--- src/rtl/assert_macros.svh ---
// Assertion macros used by pcm_frame_to_mono_s16.
// Define NO_ASSERTIONS to compile them out.
`ifndef ASSERT_MACROS_SVH
`define ASSERT_MACROS_SVH

`ifndef NO_ASSERTIONS

// Checked at every edge outside reset.
`define ASSERT_CLK(label, clk, rst, prop) \
   label: assert property (@(posedge clk) disable iff (rst) prop) \
      else $error("assertion failed");

// Checked at every edge, reset included.
`define ASSERT_ALWAYS(label, clk, prop) \
   label: assert property (@(posedge clk) prop) \
      else $error("assertion failed");

`else

`define ASSERT_CLK(label, clk, rst, prop)
`define ASSERT_ALWAYS(label, clk, prop)

`endif

`endif

--- src/rtl/pfm_pkg.sv ---
`default_nettype none

package pfm_pkg;

   localparam int BYTE_W   = 8;
   localparam int SAMPLE_W = 16;
   localparam int CSR_IDX_W  = 2;
   localparam int CSR_DATA_W = 3;

   // Register indexes of the configuration port.
   localparam logic [CSR_IDX_W-1:0] CSR_BYTES_PER_SAMPLE = 2'd0;
   localparam logic [CSR_IDX_W-1:0] CSR_CHANNEL_COUNT    = 2'd1;

   localparam logic [2:0] BPS_RESET   = 3'd2;
   localparam logic [1:0] CHANS_RESET = 2'd1;

   // Effective configuration seen by the datapath.
   typedef struct packed {
      logic [2:0] bytes_per_sample;   // always 1 to 4
      logic       stereo;
      logic       clear;              // a register write drops any partial frame
   } cfg_type;

   // One finished mono sample leaving the datapath.
   typedef struct packed {
      logic                       valid;
      logic signed [SAMPLE_W-1:0] sample;
   } result_type;

endpackage

`default_nettype wire

--- src/rtl/pcm_frame_to_mono_s16.sv ---
// A completing byte's mono word is registered into the output buffer and shown on rsp_ once it reaches slot 0.
// Throughput: one byte per cycle while the output buffer has room; the frame state updates in a single register step.
// A two-word output buffer keeps req_tready high while one finished word waits.
// Reset is synchronous and active high; it restores 2 bytes per sample, mono,
// and an empty frame and output buffer.
`default_nettype none

`include "assert_macros.svh"

module pcm_frame_to_mono_s16
   import pfm_pkg::*;
(
   input  wire logic                  clock,
   input  wire logic                  reset,

   // Byte stream in.
   input  wire logic                  req_tvalid,
   output logic                       req_tready,
   input  wire logic [7:0]            req_tdata,   // [7:0] byte_value
   input  wire logic                  req_tuser,   // [0] frame_restart

   // Mono samples out.
   output logic                       rsp_tvalid,
   input  wire logic                  rsp_tready,
   output logic [15:0]                rsp_tdata,   // [15:0] mono_sample (signed)

   // Configuration writes: index 0 is bytes_per_sample, index 1 channel_count.
   input  wire logic                  csr_we,
   input  wire logic [CSR_IDX_W-1:0]  csr_index,
   input  wire logic [CSR_DATA_W-1:0] csr_wdata
);

   cfg_type    cfg;
   result_type result;
   logic       room;
   logic       accept;

   // A byte is taken whenever the output buffer has a free slot, so the
   // stream keeps moving while one finished word waits downstream.
   assign req_tready = room;
   assign accept     = req_tvalid && req_tready;

   pfm_csr u_csr (
      .clock     (clock),
      .reset     (reset),
      .csr_we    (csr_we),
      .csr_index (csr_index),
      .csr_wdata (csr_wdata),
      .cfg       (cfg)
   );

   // Gathers bytes into channel samples, decodes each to 16 bits and, in
   // stereo, averages the pair. A word leaves only when a frame completes.
   pfm_core u_core (
      .clock         (clock),
      .reset         (reset),
      .cfg           (cfg),
      .accept        (accept),
      .byte_value    (req_tdata[BYTE_W-1:0]),
      .frame_restart (req_tuser),
      .result        (result)
   );

   pfm_out u_out (
      .clock      (clock),
      .reset      (reset),
      .result     (result),
      .room       (room),
      .rsp_tvalid (rsp_tvalid),
      .rsp_tready (rsp_tready),
      .rsp_tdata  (rsp_tdata)
   );

   // A finished word only comes out of an accepted byte.
   `ASSERT_CLK(a_result_needs_accept, clock, reset, result.valid |-> accept)
   // A full buffer always has a word on offer.
   `ASSERT_CLK(a_full_shows_word, clock, reset, !req_tready |-> rsp_tvalid)
   // Reset empties the output buffer.
   `ASSERT_ALWAYS(a_reset_empties, clock, reset |=> (!rsp_tvalid && req_tready))

endmodule

`default_nettype wire

--- src/rtl/pfm_csr.sv ---
`default_nettype none

module pfm_csr
   import pfm_pkg::*;
(
   input  wire logic                  clock,
   input  wire logic                  reset,
   input  wire logic                  csr_we,
   input  wire logic [CSR_IDX_W-1:0]  csr_index,
   input  wire logic [CSR_DATA_W-1:0] csr_wdata,
   output cfg_type                    cfg
);

   logic [2:0] bps_ff, bps_in;
   logic [1:0] chans_ff, chans_in;
   logic       hit_bps, hit_chans;
   logic [2:0] bps_eff;

   assign hit_bps   = csr_we && (csr_index == CSR_BYTES_PER_SAMPLE);
   assign hit_chans = csr_we && (csr_index == CSR_CHANNEL_COUNT);

   assign bps_in   = hit_bps   ? csr_wdata[2:0] : bps_ff;
   assign chans_in = hit_chans ? csr_wdata[1:0] : chans_ff;

   always_ff @(posedge clock) begin
      if (reset) begin
         bps_ff   <= BPS_RESET;
         chans_ff <= CHANS_RESET;
      end else begin
         bps_ff   <= bps_in;
         chans_ff <= chans_in;
      end
   end

   // Zero acts as one byte, five and above as four.
   always_comb begin
      case (bps_ff)
         3'd0:                 bps_eff = 3'd1;
         3'd1, 3'd2, 3'd3, 3'd4: bps_eff = bps_ff;
         default:              bps_eff = 3'd4;
      endcase
   end

   assign cfg = {bps_eff, chans_ff[1], (hit_bps || hit_chans)};

endmodule

`default_nettype wire

--- src/rtl/pfm_core.sv ---
`default_nettype none

module pfm_core
   import pfm_pkg::*;
(
   input  wire logic              clock,
   input  wire logic              reset,
   input  cfg_type                cfg,
   input  wire logic              accept,
   input  wire logic [BYTE_W-1:0] byte_value,
   input  wire logic              frame_restart,
   output result_type             result
);

   logic [2:0]                 pos_ff, pos_in;
   logic [23:0]                asm_ff, asm_in;
   logic signed [SAMPLE_W-1:0] left_ff, left_in;

   logic [3:0]                 frame_len;
   logic                       restart;
   logic [2:0]                 pos;
   logic [23:0]                asm_cur;
   logic                       ch;
   logic [2:0]                 in_sample;
   logic [31:0]                full;
   logic                       done;
   logic signed [SAMPLE_W-1:0] decoded;
   logic signed [SAMPLE_W:0]   sum;
   logic signed [SAMPLE_W:0]   sum_adj;
   logic signed [SAMPLE_W-1:0] average;

   assign frame_len = cfg.stereo ? {cfg.bytes_per_sample, 1'b0}
                                 : {1'b0, cfg.bytes_per_sample};
   assign restart   = frame_restart || ({1'b0, pos_ff} >= frame_len);
   assign pos       = restart ? 3'd0  : pos_ff;
   assign asm_cur   = restart ? 24'd0 : asm_ff;

   // Second channel once the first sample's bytes are behind us.
   assign ch        = (pos >= cfg.bytes_per_sample);
   assign in_sample = ch ? (pos - cfg.bytes_per_sample) : pos;

   // The last byte of a sample never needs storing, so 24 bits suffice.
   assign full = {8'd0, asm_cur} | ({24'd0, byte_value} << {in_sample[1:0], 3'b000});
   assign done = ({1'b0, in_sample} + 4'd1) >= {1'b0, cfg.bytes_per_sample};

   always_comb begin
      case (cfg.bytes_per_sample)
         3'd1:    decoded = {~full[7], full[6:0], 8'h00};
         3'd2:    decoded = full[15:0];
         3'd3:    decoded = full[23:8];
         default: decoded = full[31:16];
      endcase
   end

   // Halve with truncation toward zero: odd negative sums get one added first.
   assign sum     = {left_ff[SAMPLE_W-1], left_ff} + {decoded[SAMPLE_W-1], decoded};
   assign sum_adj = sum + {{SAMPLE_W{1'b0}}, (sum[SAMPLE_W] & sum[0])};
   assign average = sum_adj[SAMPLE_W:1];

   always_comb begin
      pos_in  = pos_ff;
      asm_in  = asm_ff;
      left_in = left_ff;
      result.valid  = 1'b0;
      result.sample = cfg.stereo ? average : decoded;
      if (cfg.clear) begin
         pos_in = 3'd0;
         asm_in = 24'd0;
      end else if (accept) begin
         if (!done) begin
            pos_in = pos + 3'd1;
            asm_in = full[23:0];
         end else begin
            asm_in = 24'd0;
            if (cfg.stereo && !ch) begin
               left_in = decoded;
               pos_in  = pos + 3'd1;
            end else begin
               pos_in       = 3'd0;
               result.valid = 1'b1;
            end
         end
      end
   end

   always_ff @(posedge clock) begin
      if (reset) begin
         pos_ff  <= 3'd0;
         asm_ff  <= 24'd0;
         left_ff <= '0;
      end else begin
         pos_ff  <= pos_in;
         asm_ff  <= asm_in;
         left_ff <= left_in;
      end
   end

endmodule

`default_nettype wire

--- src/rtl/pfm_out.sv ---
`default_nettype none

module pfm_out
   import pfm_pkg::*;
(
   input  wire logic                clock,
   input  wire logic                reset,
   input  result_type               result,
   output logic                     room,
   output logic                     rsp_tvalid,
   input  wire logic                rsp_tready,
   output logic [SAMPLE_W-1:0]      rsp_tdata
);

   // Two-entry buffer: slot 0 is presented, slot 1 catches a word made
   // while slot 0 is stalled.
   logic [1:0]          count_ff, count_in;
   logic [SAMPLE_W-1:0] slot0_ff, slot1_ff;
   logic                pop;
   logic                push;

   assign rsp_tvalid = (count_ff != 2'd0);
   assign rsp_tdata  = slot0_ff;
   assign room       = (count_ff != 2'd2);
   assign pop        = rsp_tvalid && rsp_tready;
   assign push       = result.valid;
   assign count_in   = count_ff + {1'b0, push} - {1'b0, pop};

   always_ff @(posedge clock) begin
      if (reset) begin
         count_ff <= 2'd0;
      end else begin
         count_ff <= count_in;
      end
   end

   always_ff @(posedge clock) begin
      if (pop && (count_ff == 2'd2)) begin
         slot0_ff <= slot1_ff;
      end
      if (push) begin
         if ((count_ff == 2'd0) || ((count_ff == 2'd1) && pop)) begin
            slot0_ff <= result.sample;
         end else begin
            slot1_ff <= result.sample;
         end
      end
   end

endmodule

`default_nettype wire
--- config.mk ---
export PLATFORM = sky130hd
export DESIGN_NAME = pcm_frame_to_mono_s16
export DESIGN_NICKNAME = d
export VERILOG_FILES = /design/src/rtl/pfm_pkg.sv /design/src/rtl/pcm_frame_to_mono_s16.sv /design/src/rtl/pfm_csr.sv /design/src/rtl/pfm_core.sv /design/src/rtl/pfm_out.sv
export VERILOG_INCLUDE_DIRS = /design/src /design/src/rtl
export SDC_FILE = /design/constraint.sdc
export NUM_CORES = 1
export LEC_CHECK = 0
export ABC_AREA = 1
export BUFFER_PORTS_ARGS = -buffer_cell sky130_fd_sc_hd__buf_2
export CAP_MARGIN = 20
export CELL_PAD_IN_SITES_DETAIL_PLACEMENT = 0
export CELL_PAD_IN_SITES_GLOBAL_PLACEMENT = 1
export CORE_ASPECT_RATIO = 1.25
export CORE_UTILIZATION = 44
export DETAILED_ROUTE_END_ITERATION = 8
export PLACE_DENSITY = 0.85
export RECOVER_POWER = 50
export SYNTH_ARGS = -nofsm -noshare
export SYNTH_HDL_FRONTEND = slang
export SYNTH_HIERARCHICAL = 1
export SYNTH_SLANG_ARGS = --single-unit
export TNS_END_PERCENT = 100
--- constraint.sdc ---
create_clock -name clock -period 8.7 [get_ports clock]
set_input_delay 0.435 -clock clock [delete_from_list [all_inputs] [get_ports clock]]
set_output_delay 0.435 -clock clock [all_outputs]
set_load 0.005 [all_outputs]
==> impl_metrics.toml, run 1 <==
[global_routing]
grt_pass1_wl_um = 25200
grtUsageTotal = 0.221
grt_pass1_vias = 5303
grt_max_degree = 37
antenna_found_initial = 0
grt-ovfl-total = 0

[logic_synthesis]
avgSynthCellArea_um2 = 6.40
ys_warn_count = 6
async_flop_share = 0
syn-num-nets = 1004
synth_edf_count = 16
synthFlopType = "dfxtp_1"
ys_ff_latch = 81
synthCells = 957
yosysSeqAreaShare = 0.291
yosysUniqueCellTypes = 45
synth.cell_area_um2 = 6130

[die]
fp-row-count = 47
io_pins = 37
coreArea_um2 = 13400
die_h_um = 134
initial_core_util = 0.457
die_x_um = 108
die_area_um2 = 14400

[clock_tree]
ctsResizeCount = 0
cts_buffer_depth = 2
clock_latency_ns = 0.35
cts_buffers = 9
cts_hold_buf = 0
postCtsSetupBuffers = 0
clk_pin_slew_worst_paths_ns = 0.07
cts.sinks = 81
cts_tree = "built"
root_buffer = "clkbuf_16"
cts_max_level = 3

[drt]
drt_iter0_drc = 300
wire_per_inst_um = 13.3
drtAntennaViolNets = 0
dr_total_vias = 5776
drcViolationCount = 0
drt-total-wl_um = 15400
viasPerCell = 5.01
drt_first_pass_iters = 4

[placed_design]
dp_cells = 1136
post-dp-hpwl_um = 11400
dp_worst_setup_slack_ns = 1.54
portBuffers = 36
gp_congestion = 0.907

[timing]
grt_setup_unrepaired = "no"
clock.fmax_mhz = 134
min_period_ns = 7.49
finalCritPeriodShare = 0.860
slew_headroom = -0.0756
hold_viol = 0
skew_ns = 0.00841
tns_ns = 0
tightest_slew_ns = 1.61
setup_slack_ns = 1.21
maxSlewViolCount = 25
setup_violations = 0

[cells_and_area]
antenna_cells = 0
drive_gt1_frac = 0.0897
nets = 1023
regArea_um2 = 1780
area_delta_synth_final_pct = 6.92
stdcell_count = 1152
multi_input_area_um2 = 3540
nFillCells = 1456
postLayoutCoreUtil = 0.489

[worst_setup_path]
startpoint_type = "register"
critPathSlowestCell = "nand2_1"
critPathMaxFanout = 19
arrival_ns = 7.55
critPathKind = "register to register"
worstSetupEndpointType = "register"
crit_top_cell = "nand2_1"
crit_required_ns = 8.77
slowest_delay_ns = 0.41

[power]
power_density_nw_per_um2 = 187
p_sw_uw = 460
internal-power_uw = 767
power_frac_seq = 0.368
power.leakage_uw = 0.00340
peakVddDrop_v = 0.0000913
combinationalPowerShare = 0.329
p_total_uw = 1230
clkPwrFrac = 0.303
switching_share = 0.375

[hold_path]
min_path_type = "input pin to register"

[job]
maxCapViolCount = 1

[outcome]
status = "complete, but fails checks"
violations = "capacitance limit, slew limit"
## cell usage after synthesis, types with 11 or more instances
cell type,instances,area share
a21oi_1,46,0.038
ha_1,27,0.055
o21ai_0,16,0.013
nand2_1,355,0.22
edfxtp_1,16,0.078
nand4_1,27,0.028
nand3_1,95,0.078
o21ai_1,20,0.016
inv_1,128,0.078
clkbuf_1,15,0.0092
xor2_1,11,0.016
dfxtp_1,65,0.21
nor2_1,44,0.027
## cell families after synthesis
group                    Yosys count  synth area share
adder cells (fa/ha/maj)           28            0.0584
buffers and inverters            168             0.121
XOR/XNOR                          17            0.0243
AND/OR/NAND/NOR                  560             0.409
flip-flops                        81             0.291
AO/OA/AOI/OAI                    103            0.0964
## area by class of cell
| type | count | share of cell area |
|---|---|---|
| Inverter | 133 | 0.0773 |
| Timing Repair Buffer | 43 | 0.0342 |
| Multi-Input combinational cell | 708 | 0.540 |
| Clock buffer | 9 | 0.0344 |
| Clock inverter | 7 | 0.00936 |
| Tap cell | 171 | 0.0327 |
| Sequential cell | 81 | 0.272 |
## registers in the layout (all words and copies together) (netlist names)
| register | count |
|---|---|
| u_core/pos_ff | 3 |
| u_core/left_ff | 16 |
| u_out/slot1_ff | 16 |
| u_csr/bps_ff | 3 |
| u_out/count_ff | 2 |
| u_core/asm_ff | 24 |
| u_out/rsp_tdata | 16 |
| u_csr/chans_ff | 1 |
## power groups by stage
stage | clock (uW) | combinational (uW) | sequential, uW
2_1_floorplan | 0 | 301 | 463
3_3_place_gp | 0 | 419 | 458
3_5_place_dp | 0 | 417 | 460
4_1_cts | 383 | 419 | 451
5_1_grt | 399 | 461 | 458
6_report | 372 | 404 | 451
## layer usage
layer	global-route usage	share of wire	routed length (um)	vias up
met5	0	0	0	-
met4	0.0715	0.015	235	0
met3	0.0379	0.034	520	16
met2	0.390	0.49	7520	89
met1	0.270	0.46	7070	2578
li1	-	-	-	3093
## final timing paths
check	start	endpoint	slack (ns)	cells after the start
worst max-delay path	u_csr/bps_ff[2]	u_out/slot1_ff[9]	1.21	44
worst min-delay path	reset	u_out/count_ff[0]	0.31	2
worst max register to register	u_csr/bps_ff[2]	u_out/slot1_ff[9]	1.21	44
worst min register to register	u_csr/bps_ff[1]	u_csr/bps_ff[1]	0.46	2
## cell usage in the layout (no fill, tap or decap), types with 3 or more instances in the layout
master	count
nand2_1	359
inv_1	129
nand3_1	95
dfxtp_1	65
a21oi_1	49
nor2_1	46
buf_2	29
nand4_1	27
ha_1	27
o21ai_1	20
o21ai_0	16
edfxtp_1	16
xor2_1	11
nand2_2	10
clkbuf_16	9
clkbuf_1	7
buf_4	7
a21oi_2	7
xnor2_1	6
nand2_4	4
nor3_1	4
inv_6	3
nand3_4	3
a21o_1	3
or2_2	3
## stage by stage
step,hold slack (ns),cell area (um^2)
global route,0.308,6550
detailed placement,0.452,6340
global placement,0.448,6340
floorplan,0.428,6130
finish,0.307,6550
CTS,0.300,6630
## critical path, delay by kind of cell, from the launching register on
family	cells	cell delay (ns)
AND/OR/NAND/NOR	28	3.92
flip-flops	1	0.39
XOR/XNOR	1	0.14
AO/OA/AOI/OAI	6	0.91
buffers and inverters	4	0.46
adder cells (fa/ha/maj)	5	1.38
No activity file was read; power rests on OpenSTA's default activity.
==> run 2, diff against run 1 <==
CORE_ASPECT_RATIO = not set   (was 1.25)
==> run 2 against run 1 <==
Effect of this change:
- the run still ends with capacitance limit, slew limit left
- clock-buffer cell count increased by 1
- critical path depth unchanged
- die area about the same
- final cell count increased by 0.43%
- worst hold slack improved by 0.016 ns
- clock power increased by 3%
- critical path type unchanged
- highest routed layer unchanged
==> impl_metrics.toml, run 2 (same netlist as run 1, synthesis figures left out) <==
[outcome]
status = "complete, but fails checks"
violations = "capacitance limit, slew limit"

[global_routing]
grtUsageTotal = 0.233
grt-busiest-layer = "met2"
grt-ovfl-total = 0
grt_use_met2 = 0.355
grt_pass1_wl_um = 26500
use_met1 = 0.333
grt_pass1_vias = 5171
met3_usage = 0.0399
antenna_found_initial = 0
grt_max_degree = 37

[clock_tree]
ctsResizeCount = 0
cts_tree = "built"
clock_latency_ns = 0.35
cts_hold_buf = 0
cts_max_level = 3
cts_buffers = 9
postCtsSetupBuffers = 0
clk_pin_slew_worst_paths_ns = 0.06
cts.sinks = 81
root_buffer = "clkbuf_16"
cts_buffer_depth = 2

[cells_and_area]
nets = 1023
antenna_cells = 0
area_delta_synth_final_pct = 7.37
largest_register_ffs = 24
postLayoutCoreUtil = 0.491
multi_input_area_um2 = 3540
regArea_um2 = 1780
drive_gt1_frac = 0.0846
final_cell_mix = "nand2_1 (360), inv_1 (129), nand3_1 (95)"
final_common_cell = "nand2_1"
nFillCells = 1412
top_register = "u_core/asm_ff"

[worst_setup_path]
crit_top_cell = "nand2_1"
slowest_delay_ns = 0.41
reg2reg_depth = 44
arrival_ns = 7.57
critPathSlowestCell = "nand2_1"
reg2reg_slack_ns = 1.20
critPathMaxFanout = 19
crit_required_ns = 8.77
r2r-end = "u_out/slot1_ff[9]"
startpoint_type = "register"
worstSetupEndpointType = "register"
rr_startpoint = "u_csr/bps_ff[2]"
critPathKind = "register to register"

[timing]
maxSlewViolCount = 25
setup_violations = 0
grt_setup_unrepaired = "no"
slew_headroom = -0.157
finalCritPeriodShare = 0.863
hold_viol = 0
skew_ns = 0.00615
tightest_slew_ns = 1.73
min_period_ns = 7.50
tns_ns = 0
clock.fmax_mhz = 133

[hold_path]
min_path_type = "input pin to register"
hp-start = "reset"
min_path_cells = 2
whs_endpoint = "u_out/count_ff[0]"

[drt]
drt_iter0_drc = 446
drt_first_pass_iters = 6
drt-total-wl_um = 16000
drtAntennaViolNets = 0
drcViolationCount = 0
viasPerCell = 5.10
wire_per_inst_um = 13.8
dr_total_vias = 5898

[power]
power_density_nw_per_um2 = 189
internal-power_uw = 789
switching_share = 0.366
combinationalPowerShare = 0.329
clkPwrFrac = 0.307
power_frac_seq = 0.363
power.leakage_uw = 0.00339
p_sw_uw = 455
peakVddDrop_v = 0.0000845

[die]
io_pins = 37
die_area_um2 = 14400
fp-row-count = 42
die_h_um = 120
initial_core_util = 0.457
coreArea_um2 = 13400
die_x_um = 120

[placed_design]
gp_congestion = 0.897
post-dp-hpwl_um = 11500
portBuffers = 36

[job]
maxCapViolCount = 1
[run 2: cell count changes in the layout (fill, tap and decap cells not counted), sizes merged]
cell,before,now
clkbuf,16,19
inv,136,132
bufinv,0,1
buf,36,34
clkinv,4,5
clkinvlp,0,1
[run 2: layout make-up]
class / instances / area share
Clock buffer: 10 / 0.0348
Clock inverter: 6 / 0.00894
Inverter: 133 / 0.0770
Multi-Input combinational cell: 708 / 0.538
Sequential cell: 81 / 0.271
Tap cell: 176 / 0.0335
Timing Repair Buffer: 43 / 0.0367
[run 2: through the flow]
| stage | instance area (um^2) | hold WS (ns) | setup slack [ns] | cells | total power (uW) |
|---|---|---|---|---|---|
| 6_report | 6580 | 0.323 | 1.20 | 1157 | 1240 |
| 5_1_grt | 6580 | 0.324 | 0.280 | 1157 | 1330 |
| 4_1_cts | 6650 | 0.311 | 1.46 | 1157 | 1270 |
| 3_5_place_dp | 6360 | 0.447 | 1.52 | 1141 | 880 |
| 3_3_place_gp | 6340 | 0.443 | 1.77 | 1140 | 877 |
| 2_1_floorplan | 6130 | 0.428 | 2.42 | 957 | 764 |
[run 2: power by group through the flow]
stage,Sequential (uW),Clock (uW),Combinational (uW)
6_report,452,383,410
5_1_grt,458,406,469
4_1_cts,452,392,423
3_5_place_dp,460,0,420
3_3_place_gp,459,0,418
2_1_floorplan,463,0,301
[run 2: critical path, delay by kind of cell (launching register included)]
kind / cells / cell delay [ns]
compound gates: 6 / 1.05
xor+xnor: 1 / 0.14
fa+ha+maj: 5 / 1.39
buf+inv: 4 / 0.43
flops: 1 / 0.39
simple gates: 28 / 3.81
[run 2: how the worst max path moves through the flow]
stage,cells past startpoint,start,end
finish,44,u_csr/bps_ff[2],u_out/slot1_ff[9]
global route,44,u_csr/bps_ff[2],u_out/slot1_ff[9]
CTS,44,u_csr/bps_ff[2],u_out/slot1_ff[9]
detailed placement,44,u_csr/bps_ff[2],u_out/slot1_ff[9]
global placement,42,u_csr/bps_ff[2],u_out/slot1_ff[9]
floorplan,43,u_csr/bps_ff[1],u_out/slot1_ff[9]
[run 2: per-layer routing]
layer / vias up / share of wire
met4: 0 / 0.016
met5: - / 0
met2: 132 / 0.44
met3: 15 / 0.052
li1: 3084 / -
met1: 2667 / 0.49
